[src/rtl/assert_macros.svh]
// Assertion helpers for the RTL files; msht_ctrl includes them.
`ifndef ASSERT_MACROS_SVH
`define ASSERT_MACROS_SVH

`ifndef ASSERT_OFF

`define ASSERT_HOLDS(lbl, clk, rst_n, expr, msg) \
    lbl: assert property (@(posedge clk) disable iff (!rst_n) (expr)) else $error(msg);

`define ASSERT_IMPLIES(lbl, clk, rst_n, ante, cons, msg) \
    lbl: assert property (@(posedge clk) disable iff (!rst_n) (ante) |-> (cons)) \
        else $error(msg);

`define ASSERT_NEXT(lbl, clk, rst_n, ante, cons, msg) \
    lbl: assert property (@(posedge clk) disable iff (!rst_n) (ante) |=> (cons)) \
        else $error(msg);

`else

`define ASSERT_HOLDS(lbl, clk, rst_n, expr, msg)

`define ASSERT_IMPLIES(lbl, clk, rst_n, ante, cons, msg)

`define ASSERT_NEXT(lbl, clk, rst_n, ante, cons, msg)

`endif

`endif

[src/rtl/msht_pkg.sv]
`timescale 1ns / 1ps

package msht_pkg;

    localparam int ENTRIES  = 16;
    localparam int CNT_W    = $clog2(ENTRIES + 1);
    localparam int IDX_W    = (ENTRIES > 1) ? $clog2(ENTRIES) : 1;
    localparam int ADDR_W   = 64;
    localparam int KIND_W   = 2;
    localparam int OCC_W    = 5;

    localparam logic [KIND_W-1:0] KIND_INSERT = 2'd0;
    localparam logic [KIND_W-1:0] KIND_DELETE = 2'd1;

    typedef enum logic [2:0] {
        STAT_STORED,
        STAT_PASSED,
        STAT_HELD,
        STAT_DROPPED,
        STAT_DEL_HIT,
        STAT_DEL_MISS,
        STAT_REMAP_HIT,
        STAT_REMAP_MISS
    } status_t;

    typedef enum logic [1:0] {
        OP_INSERT,
        OP_DELETE,
        OP_REMAP
    } op_t;

    typedef enum logic [1:0] {
        ST_IDLE,
        ST_SCAN,
        ST_SHIFT,
        ST_FINISH
    } state_t;

    typedef struct packed {
        logic              we;
        logic [IDX_W-1:0]  waddr;
        logic [ADDR_W-1:0] wdata;
        logic [IDX_W-1:0]  raddr;
    } mem_req_t;

    typedef struct packed {
        status_t           status;
        logic [OCC_W-1:0]  occupancy;
        logic              released;
        logic [ADDR_W-1:0] released_address;
        logic              released_writeback;
    } result_t;

endpackage

[src/rtl/miss_status_table_unit.sv]
`timescale 1ns / 1ps

// Ordered table of outstanding miss addresses with one hold slot. Every
// transaction gives exactly one result. All work runs through a single 64-bit
// address comparator and one table port with a registered read, one entry per
// cycle: a remap scans the table up to its match; a delete scans to the match,
// then pulls each younger entry down one slot. The input stalls from acceptance
// until the result is registered; a finished result may wait at the output
// while the next transaction is already taken. No clearing pass follows reset.
module miss_status_table_unit (
    input  logic                              clk,
    input  logic                              rst_n,
    input  logic                              in_valid,
    output logic                              in_stall,
    input  logic [msht_pkg::KIND_W-1:0]       kind,
    input  logic [msht_pkg::ADDR_W-1:0]       address,
    input  logic [msht_pkg::ADDR_W-1:0]       new_address,
    input  logic                              is_writeback,
    output logic                              out_valid,
    input  logic                              out_stall,
    output logic [2:0]                        status,
    output logic [msht_pkg::OCC_W-1:0]        occupancy,
    output logic                              released,
    output logic [msht_pkg::ADDR_W-1:0]       released_address,
    output logic                              released_writeback
);

    msht_pkg::mem_req_t          mem_req;
    logic [msht_pkg::ADDR_W-1:0] rd_data;
    logic                        busy;
    logic                        out_free;
    logic                        res_valid;
    msht_pkg::result_t           result;
    logic                        out_valid_reg, out_valid_next;
    msht_pkg::result_t           result_reg;

    msht_table u_table (
        .clk     (clk),
        .req     (mem_req),
        .rd_data (rd_data)
    );

    msht_ctrl u_ctrl (
        .clk          (clk),
        .rst_n        (rst_n),
        .in_valid     (in_valid),
        .kind         (kind),
        .address      (address),
        .new_address  (new_address),
        .is_writeback (is_writeback),
        .busy         (busy),
        .rd_data      (rd_data),
        .mem_req      (mem_req),
        .out_free     (out_free),
        .res_valid    (res_valid),
        .result       (result)
    );

    // output register frees up when empty or being taken this cycle
    assign out_free = !out_valid_reg || !out_stall;
    assign in_stall = busy;

    always_comb
    begin
        if (res_valid && out_free)
        begin
            out_valid_next = 1'b1;
        end
        else if (!out_stall)
        begin
            out_valid_next = 1'b0;
        end
        else
        begin
            out_valid_next = out_valid_reg;
        end
    end

    always_ff @(posedge clk or negedge rst_n)
    begin
        if (!rst_n)
        begin
            out_valid_reg <= 1'b0;
        end
        else
        begin
            out_valid_reg <= out_valid_next;
        end
    end

    always_ff @(posedge clk)
    begin
        if (res_valid && out_free)
        begin
            result_reg <= result;
        end
    end

    assign out_valid          = out_valid_reg;
    assign status             = result_reg.status;
    assign occupancy          = result_reg.occupancy;
    assign released           = result_reg.released;
    assign released_address   = result_reg.released_address;
    assign released_writeback = result_reg.released_writeback;

endmodule

[src/rtl/msht_table.sv]
`timescale 1ns / 1ps

module msht_table (
    input  logic                         clk,
    input  msht_pkg::mem_req_t           req,
    output logic [msht_pkg::ADDR_W-1:0]  rd_data
);

    logic [msht_pkg::ADDR_W-1:0] mem [msht_pkg::ENTRIES];
    logic [msht_pkg::ADDR_W-1:0] rd_data_reg;

    always_ff @(posedge clk)
    begin
        if (req.we)
        begin
            mem[req.waddr] <= req.wdata;
        end
        rd_data_reg <= mem[req.raddr];
    end

    assign rd_data = rd_data_reg;

endmodule

[src/rtl/msht_ctrl.sv]
`timescale 1ns / 1ps
`include "assert_macros.svh"

module msht_ctrl (
    input  logic                              clk,
    input  logic                              rst_n,
    input  logic                              in_valid,
    input  logic [msht_pkg::KIND_W-1:0]       kind,
    input  logic [msht_pkg::ADDR_W-1:0]       address,
    input  logic [msht_pkg::ADDR_W-1:0]       new_address,
    input  logic                              is_writeback,
    output logic                              busy,
    input  logic [msht_pkg::ADDR_W-1:0]       rd_data,
    output msht_pkg::mem_req_t                mem_req,
    input  logic                              out_free,
    output logic                              res_valid,
    output msht_pkg::result_t                 result
);

    msht_pkg::state_t state_reg, state_next;
    msht_pkg::op_t    op_reg, op_next, in_op;

    logic [msht_pkg::ADDR_W-1:0] addr_reg, addr_next;
    logic [msht_pkg::ADDR_W-1:0] naddr_reg, naddr_next;
    logic                        wb_reg, wb_next;
    logic                        hit_reg, hit_next;
    logic [msht_pkg::CNT_W-1:0]  idx_reg, idx_next;
    logic [msht_pkg::CNT_W-1:0]  count_reg, count_next;
    logic                        hold_valid_reg, hold_valid_next;
    logic [msht_pkg::ADDR_W-1:0] hold_addr_reg, hold_addr_next;
    logic                        hold_wb_reg, hold_wb_next;

    logic                        in_take;
    logic                        match;
    logic                        idx_more;
    logic                        finish_load;
    logic                        full;
    logic                        cand_en;
    logic [msht_pkg::ADDR_W-1:0] cand_addr;
    logic                        cand_wb;
    logic                        cand_hold;
    logic                        cand_pass;
    logic                        cand_store;
    logic [msht_pkg::CNT_W-1:0]  count_final;

    assign in_take     = in_valid && (state_reg == msht_pkg::ST_IDLE);
    // the one shared comparator: table word under scan against the key
    assign match       = (rd_data == addr_reg);
    assign idx_more    = (msht_pkg::CNT_W'(idx_reg + 1'b1) < count_reg);
    assign finish_load = (state_reg == msht_pkg::ST_FINISH) && out_free;
    assign full        = (count_reg >= msht_pkg::CNT_W'(msht_pkg::ENTRIES));

    always_comb
    begin
        case (kind)
            msht_pkg::KIND_INSERT: in_op = msht_pkg::OP_INSERT;
            msht_pkg::KIND_DELETE: in_op = msht_pkg::OP_DELETE;
            default:               in_op = msht_pkg::OP_REMAP;
        endcase
    end

    // insert path, shared by a new insert and by a release from the hold slot
    assign cand_en    = ((op_reg == msht_pkg::OP_INSERT) && !hold_valid_reg)
                     || ((op_reg == msht_pkg::OP_DELETE) && hold_valid_reg);
    assign cand_addr  = (op_reg == msht_pkg::OP_INSERT) ? addr_reg : hold_addr_reg;
    assign cand_wb    = (op_reg == msht_pkg::OP_INSERT) ? wb_reg : hold_wb_reg;
    assign cand_hold  = cand_en && full;
    assign cand_pass  = cand_en && !full && cand_wb;
    assign cand_store = cand_en && !full && !cand_wb;
    assign count_final = count_reg + msht_pkg::CNT_W'(cand_store);

    // next state
    always_comb
    begin
        state_next = state_reg;
        case (state_reg)
            msht_pkg::ST_IDLE:
            begin
                if (in_take)
                begin
                    if (in_op == msht_pkg::OP_INSERT || count_reg == '0)
                    begin
                        state_next = msht_pkg::ST_FINISH;
                    end
                    else
                    begin
                        state_next = msht_pkg::ST_SCAN;
                    end
                end
            end
            msht_pkg::ST_SCAN:
            begin
                if (match && op_reg == msht_pkg::OP_DELETE)
                begin
                    state_next = msht_pkg::ST_SHIFT;
                end
                else if (match || !idx_more)
                begin
                    state_next = msht_pkg::ST_FINISH;
                end
            end
            msht_pkg::ST_SHIFT:
            begin
                if (!idx_more)
                begin
                    state_next = msht_pkg::ST_FINISH;
                end
            end
            msht_pkg::ST_FINISH:
            begin
                if (out_free)
                begin
                    state_next = msht_pkg::ST_IDLE;
                end
            end
            default:
            begin
                state_next = msht_pkg::ST_IDLE;
            end
        endcase
    end

    // outputs: handshake, table port, result
    always_comb
    begin
        busy          = (state_reg != msht_pkg::ST_IDLE);
        res_valid     = (state_reg == msht_pkg::ST_FINISH);
        mem_req.we    = 1'b0;
        mem_req.waddr = idx_reg[msht_pkg::IDX_W-1:0];
        mem_req.wdata = rd_data;
        mem_req.raddr = '0;
        case (state_reg)
            msht_pkg::ST_IDLE:
            begin
                mem_req.raddr = '0;
            end
            msht_pkg::ST_SCAN:
            begin
                mem_req.raddr = msht_pkg::IDX_W'(idx_reg + 1'b1);
                if (match && op_reg == msht_pkg::OP_REMAP)
                begin
                    mem_req.we    = 1'b1;
                    mem_req.wdata = naddr_reg;
                end
            end
            msht_pkg::ST_SHIFT:
            begin
                // pull the younger neighbor down one slot
                mem_req.raddr = msht_pkg::IDX_W'(idx_reg + 2'd2);
                mem_req.we    = idx_more;
            end
            msht_pkg::ST_FINISH:
            begin
                mem_req.we    = finish_load && cand_store;
                mem_req.waddr = count_reg[msht_pkg::IDX_W-1:0];
                mem_req.wdata = cand_addr;
            end
            default:
            begin
                mem_req.we = 1'b0;
            end
        endcase

        case (op_reg)
            msht_pkg::OP_INSERT:
            begin
                if (hold_valid_reg)
                begin
                    result.status = msht_pkg::STAT_DROPPED;
                end
                else if (cand_hold)
                begin
                    result.status = msht_pkg::STAT_HELD;
                end
                else if (cand_pass)
                begin
                    result.status = msht_pkg::STAT_PASSED;
                end
                else
                begin
                    result.status = msht_pkg::STAT_STORED;
                end
            end
            msht_pkg::OP_DELETE:
            begin
                result.status = hit_reg ? msht_pkg::STAT_DEL_HIT : msht_pkg::STAT_DEL_MISS;
            end
            default:
            begin
                result.status = hit_reg ? msht_pkg::STAT_REMAP_HIT : msht_pkg::STAT_REMAP_MISS;
            end
        endcase
        result.occupancy          = msht_pkg::OCC_W'(count_final);
        result.released           = (op_reg == msht_pkg::OP_DELETE) && (cand_pass || cand_store);
        result.released_address   = result.released ? hold_addr_reg : '0;
        result.released_writeback = (op_reg == msht_pkg::OP_DELETE) && cand_pass;
    end

    // datapath next values
    always_comb
    begin
        op_next         = op_reg;
        addr_next       = addr_reg;
        naddr_next      = naddr_reg;
        wb_next         = wb_reg;
        hit_next        = hit_reg;
        idx_next        = idx_reg;
        count_next      = count_reg;
        hold_valid_next = hold_valid_reg;
        hold_addr_next  = hold_addr_reg;
        hold_wb_next    = hold_wb_reg;
        case (state_reg)
            msht_pkg::ST_IDLE:
            begin
                if (in_take)
                begin
                    op_next    = in_op;
                    addr_next  = address;
                    naddr_next = new_address;
                    wb_next    = is_writeback;
                    hit_next   = 1'b0;
                    idx_next   = '0;
                end
            end
            msht_pkg::ST_SCAN:
            begin
                if (match)
                begin
                    hit_next = 1'b1;
                end
                else if (idx_more)
                begin
                    idx_next = idx_reg + 1'b1;
                end
            end
            msht_pkg::ST_SHIFT:
            begin
                if (idx_more)
                begin
                    idx_next = idx_reg + 1'b1;
                end
                else
                begin
                    count_next = count_reg - 1'b1;
                end
            end
            msht_pkg::ST_FINISH:
            begin
                if (finish_load)
                begin
                    count_next = count_final;
                    if (cand_en)
                    begin
                        hold_valid_next = cand_hold;
                        hold_addr_next  = cand_hold ? cand_addr : '0;
                        hold_wb_next    = cand_hold && cand_wb;
                    end
                end
            end
            default:
            begin
                idx_next = idx_reg;
            end
        endcase
    end

    always_ff @(posedge clk or negedge rst_n)
    begin
        if (!rst_n)
        begin
            state_reg      <= msht_pkg::ST_IDLE;
            count_reg      <= '0;
            hold_valid_reg <= 1'b0;
            hold_addr_reg  <= '0;
            hold_wb_reg    <= 1'b0;
            op_reg         <= msht_pkg::OP_INSERT;
            hit_reg        <= 1'b0;
            idx_reg        <= '0;
        end
        else
        begin
            state_reg      <= state_next;
            count_reg      <= count_next;
            hold_valid_reg <= hold_valid_next;
            hold_addr_reg  <= hold_addr_next;
            hold_wb_reg    <= hold_wb_next;
            op_reg         <= op_next;
            hit_reg        <= hit_next;
            idx_reg        <= idx_next;
        end
    end

    always_ff @(posedge clk)
    begin
        addr_reg  <= addr_next;
        naddr_reg <= naddr_next;
        wb_reg    <= wb_next;
    end

    `ASSERT_HOLDS(a_count_bound, clk, rst_n, count_reg <= msht_pkg::CNT_W'(msht_pkg::ENTRIES), "table count above capacity")
    `ASSERT_IMPLIES(a_hold_only_full, clk, rst_n, hold_valid_reg && state_reg == msht_pkg::ST_IDLE, full, "hold slot busy while table has room")
    `ASSERT_IMPLIES(a_scan_in_range, clk, rst_n, state_reg == msht_pkg::ST_SCAN || state_reg == msht_pkg::ST_SHIFT, idx_reg < count_reg, "scan index past table tail")
    `ASSERT_NEXT(a_remap_keeps_count, clk, rst_n, state_reg != msht_pkg::ST_IDLE && op_reg == msht_pkg::OP_REMAP, count_reg == $past(count_reg), "remap changed table count")

endmodule
[config.mk]
export PLATFORM = sky130hd
export DESIGN_NAME = miss_status_table_unit
export DESIGN_NICKNAME = d
export VERILOG_FILES = /design/src/rtl/msht_pkg.sv /design/src/rtl/miss_status_table_unit.sv /design/src/rtl/msht_table.sv /design/src/rtl/msht_ctrl.sv
export VERILOG_INCLUDE_DIRS = /design/src /design/src/rtl
export SDC_FILE = /design/constraint.sdc
export NUM_CORES = 2
export LEC_CHECK = 0
export ABC_AREA = 1
export BUFFER_PORTS_ARGS = -buffer_cell sky130_fd_sc_hd__buf_2
export CAP_MARGIN = 10
export CORE_ASPECT_RATIO = 0.7
export CORE_MARGIN = 2
export CORE_UTILIZATION = 55
export CTS_CLUSTER_DIAMETER = 60
export CTS_CLUSTER_SIZE = 30
export DETAILED_ROUTE_END_ITERATION = 16
export PLACE_DENSITY = 0.72
export SYNTH_ARGS = -nofsm -noshare
export SYNTH_HDL_FRONTEND = slang
export SYNTH_SLANG_ARGS = --single-unit
[constraint.sdc]
create_clock -name clk -period 9.2 [get_ports clk]
set_input_delay 1.38 -clock clk [delete_from_list [all_inputs] [get_ports clk]]
set_output_delay 1.38 -clock clk [all_outputs]
set_load 0.02 [all_outputs]
==> flow_summary.toml <==
[outcome]
outcome = "complete, no violations"

[critical_path]
cpPeakStageDelay_ns = 1.11
r2r_setup_slack_ns = 4.15
worstPathRequired_ns = 9.50
cp_slowest_cell = "a21oi_4"
r2r-start = "u_ctrl.addr_reg[42]$_DFFE_PP_"
cpMostUsedCell = "nand2_1"
r2r-end = "u_table.mem[14][37]$_DFFE_PP_"
cp-startpoint = "u_ctrl.addr_reg[42]$_DFFE_PP_"
cp-start-kind = "flip-flop"
critical_path_class = "reg2reg"
crit_fanout = 44
cp-end-kind = "flip-flop"
crit_end = "u_table.mem[14][37]$_DFFE_PP_"
arrival_ns = 5.35
reg2regPathDepth = 12
cp_cell_sequence = "nand2_1, nand2_1, nor2_1, nand2_1, nor2_1, nand2_1, nor2_1, nand2_1, clkinv_2, nand3_2, a21oi_4, buf_4"

[logic_synthesis]
synth_ff_type = "edfxtp_1"
synth_compound_area_frac = 0.128
ys_warn_count = 0
avgSynthCellArea_um2 = 12.3
async_reset_ff_frac = 0.0597
yosys-mux-area-fraction = 0
synthXorXnorAreaFrac = 0.00251
synthesis.nets = 4683
synth_edf_count = 1227
synth.cell_area_um2 = 55800
ys_ff_latch = 1373
synthAdderAreaFrac = 0.00314
syn_inst = 4534
ys_types = 46
ys_seq_area_frac = 0.719
synth_top_family_by_area = "compound AO/OA/AOI/OAI gates"
synth-simple-area-share = 0.0986

[clock_network]
cts_resized = 0
numCtsBuffers = 55
post_cts_buffers = 0
cts_sinks = 1373
clkLatencyLatePin_ns = 0.69
clk_path_buf_depth = 3
postCtsHoldBufs = 0
tritoncts = "done"
h-tree-depth = 2
clk_pin_slew_worst_paths_ns = 0.11
cts_root_buffer = "clkbuf_16"

[die]
num_rows = 97
coreArea_um2 = 100000
dieArea_um2 = 104000
die_height_um = 271
die_w_um = 385
initial_utilization = 0.556
ios = 211

[job]
maxCapViolCount = 0

[drt]
via_count = 36600
wl_per_cell_um = 24.3
drtPass1Iterations = 8
post-route-drc-count = 0
drt-initial-drc-count = 4888
via_per_inst = 6.15
wl_um = 145000
antenna_left = 0

[cells_and_area]
final_cell_mix = "edfxtp_1 (1227), nor2_1 (695), o21ai_0 (554), nand2_1 (455), inv_1 (318)"
diodes = 0
layout.nets = 4719
fin_util = 0.594
largest_reg_flops = 1024
layoutNonFillerInstCount = 5951
area_growth_pct = 6.74
regMostFlops = "u_table.mem"
final_layout_size_suffix_gt1_frac = 0.102
final_common_cell = "edfxtp_1"

[pwr]
seq_power_share = 0.450
clkPwrFrac = 0.149
vdd.ir_drop.worst_v = 0.000367
swShare = 0.410
p_comb_frac = 0.401
power_switching_mw = 8.61
p_leak_nw = 20.8
p_int_mw = 12.4
cellPowerDensity_nw_per_um2 = 353

[sta]
setup_ws_ns = 4.15
final-setup-viol-count = 0
max_freq_ghz = 0.198
post-route-min-period_ns = 5.05
worstMarginPinSlew_ns = 1.31
slew_headroom = 0.125
fin_crit_sh = 0.549
drv_slew = 0
fin_tns_setup_ns = 0
skew_ns = 0.0323
fin_worst_hold_slack_ns = 0.505
rsz0062_at_grt = "false"
hold_viol = 0

[place]
hpwl_um = 79000
io_buffers = 210
pre_cts_ws_ns = 4.08
gp_congestion = 0.881
dp.cells = 5849

[grt]
grt.overflow.total = 0
antenna_found_initial = 0
grt_pass1_wl_um = 214000
grt_use_total = 0.271
grt_max_degree = 284
grt_pass1_vias = 34400

[worst_hold_path]
hp-class = "reg2reg"
hp-start = "u_ctrl.hit_reg$_DFFE_PN0P_"
power by group through the flow:
| stage | sequential, mW | clock, mW | combinational (mW) |
|---|---|---|---|
| 3_5_place_dp | 9.59 | 0 | 8.33 |
| 6_report | 9.46 | 3.13 | 8.43 |
| 3_3_place_gp | 9.57 | 0 | 8.18 |
| 5_1_grt | 9.52 | 3.36 | 9.19 |
| 2_1_floorplan | 9.57 | 0 | 5.54 |
| 4_1_cts | 9.45 | 3.16 | 8.36 |
metrics by stage:
step / power [mW] / instance area (µm²)
2_1_floorplan: 15.1 / 55800
3_3_place_gp: 17.8 / 57900
3_5_place_dp: 17.9 / 57900
4_1_cts: 21.0 / 59600
5_1_grt: 22.1 / 59600
6_report: 21.0 / 59600
per-layer routing:
metal,global-route usage,wire (µm),vias to the layer above,share of wire
li1,-,-,16300,-
met1,0.388,57600,18100,0.40
met2,0.433,68700,1999,0.47
met3,0.0357,13300,245,0.092
met4,0.0904,4990,0,0.034
met5,0,0,-,0
kinds of logic (layout without fill, tap and decap cells):
logic type,count (synthesis),in the layout
AOI/OAI and AO/OA,1154,1154
xor gates and xnor gates,16,16
adders and majority gates,14,14
buffers and inverters,626,707
DFF,1373,1373
and+or+nand+nor,1351,1351
worst max-delay path, delay by kind of cell, from the launching register on:
kind | cells | cell delay (ns)
buffers and inverters | 2 | 0.96
AOI/OAI and AO/OA | 1 | 1.11
and+or+nand+nor | 9 | 2.10
DFF | 1 | 0.42
worst min path at each step:
stage / to / slack [ns] / cells past startpoint
floorplan: u_ctrl.hit_reg$_DFFE_PN0P_ / 0.45 / 2
global placement: u_ctrl.hit_reg$_DFFE_PN0P_ / 0.49 / 2
detailed placement: u_ctrl.hit_reg$_DFFE_PN0P_ / 0.48 / 2
CTS: u_ctrl.hit_reg$_DFFE_PN0P_ / 0.51 / 2
global route: u_ctrl.hit_reg$_DFFE_PN0P_ / 0.55 / 2
finish: u_ctrl.hit_reg$_DFFE_PN0P_ / 0.50 / 2
layout make-up:
cell class / instances / area (µm²)
clock buffer: 83 / 1530
timing repair buffer: 269 / 1550
inverter: 336 / 1290
multi-input combinational: 2535 / 13200
sequential: 1373 / 40200
fill: 7750 / 40800
tap: 1336 / 1670
clock inverter: 19 / 215
cells in the mapped netlist (2+ instances only):
cell type / count / area share
o22ai_1: 215 / 0.024
nand3b_1: 64 / 0.0086
ha_1: 14 / 0.0031
a21oi_2: 10 / 0.0016
a21oi_1: 12 / 0.0011
o221ai_1: 102 / 0.016
o22ai_2: 49 / 0.011
buf_1: 19 / 0.0013
edfxtp_1: 1227 / 0.66
nor2_1: 697 / 0.047
nand2_1: 457 / 0.031
buf_6: 17 / 0.0034
buf_2: 103 / 0.0092
clkbuf_1: 131 / 0.0088
clkbuf_2: 4 / 0.00036
buf_4: 13 / 0.0017
o21a_1: 2 / 0.00027
o21ai_0: 554 / 0.050
nand2_2: 3 / 0.00034
dfxtp_1: 64 / 0.023
buf_8: 2 / 0.00054
inv_1: 320 / 0.022
nand3_2: 2 / 0.00036
o211ai_1: 28 / 0.0038
inv_2: 13 / 0.00087
o21ai_1: 156 / 0.014
o221ai_2: 20 / 0.0054
nand3_1: 121 / 0.011
nor2_2: 2 / 0.00022
dfrtp_1: 82 / 0.037
xor2_1: 15 / 0.0024
clkinv_2: 2 / 0.00018
(Power assumes the default switching activity.)
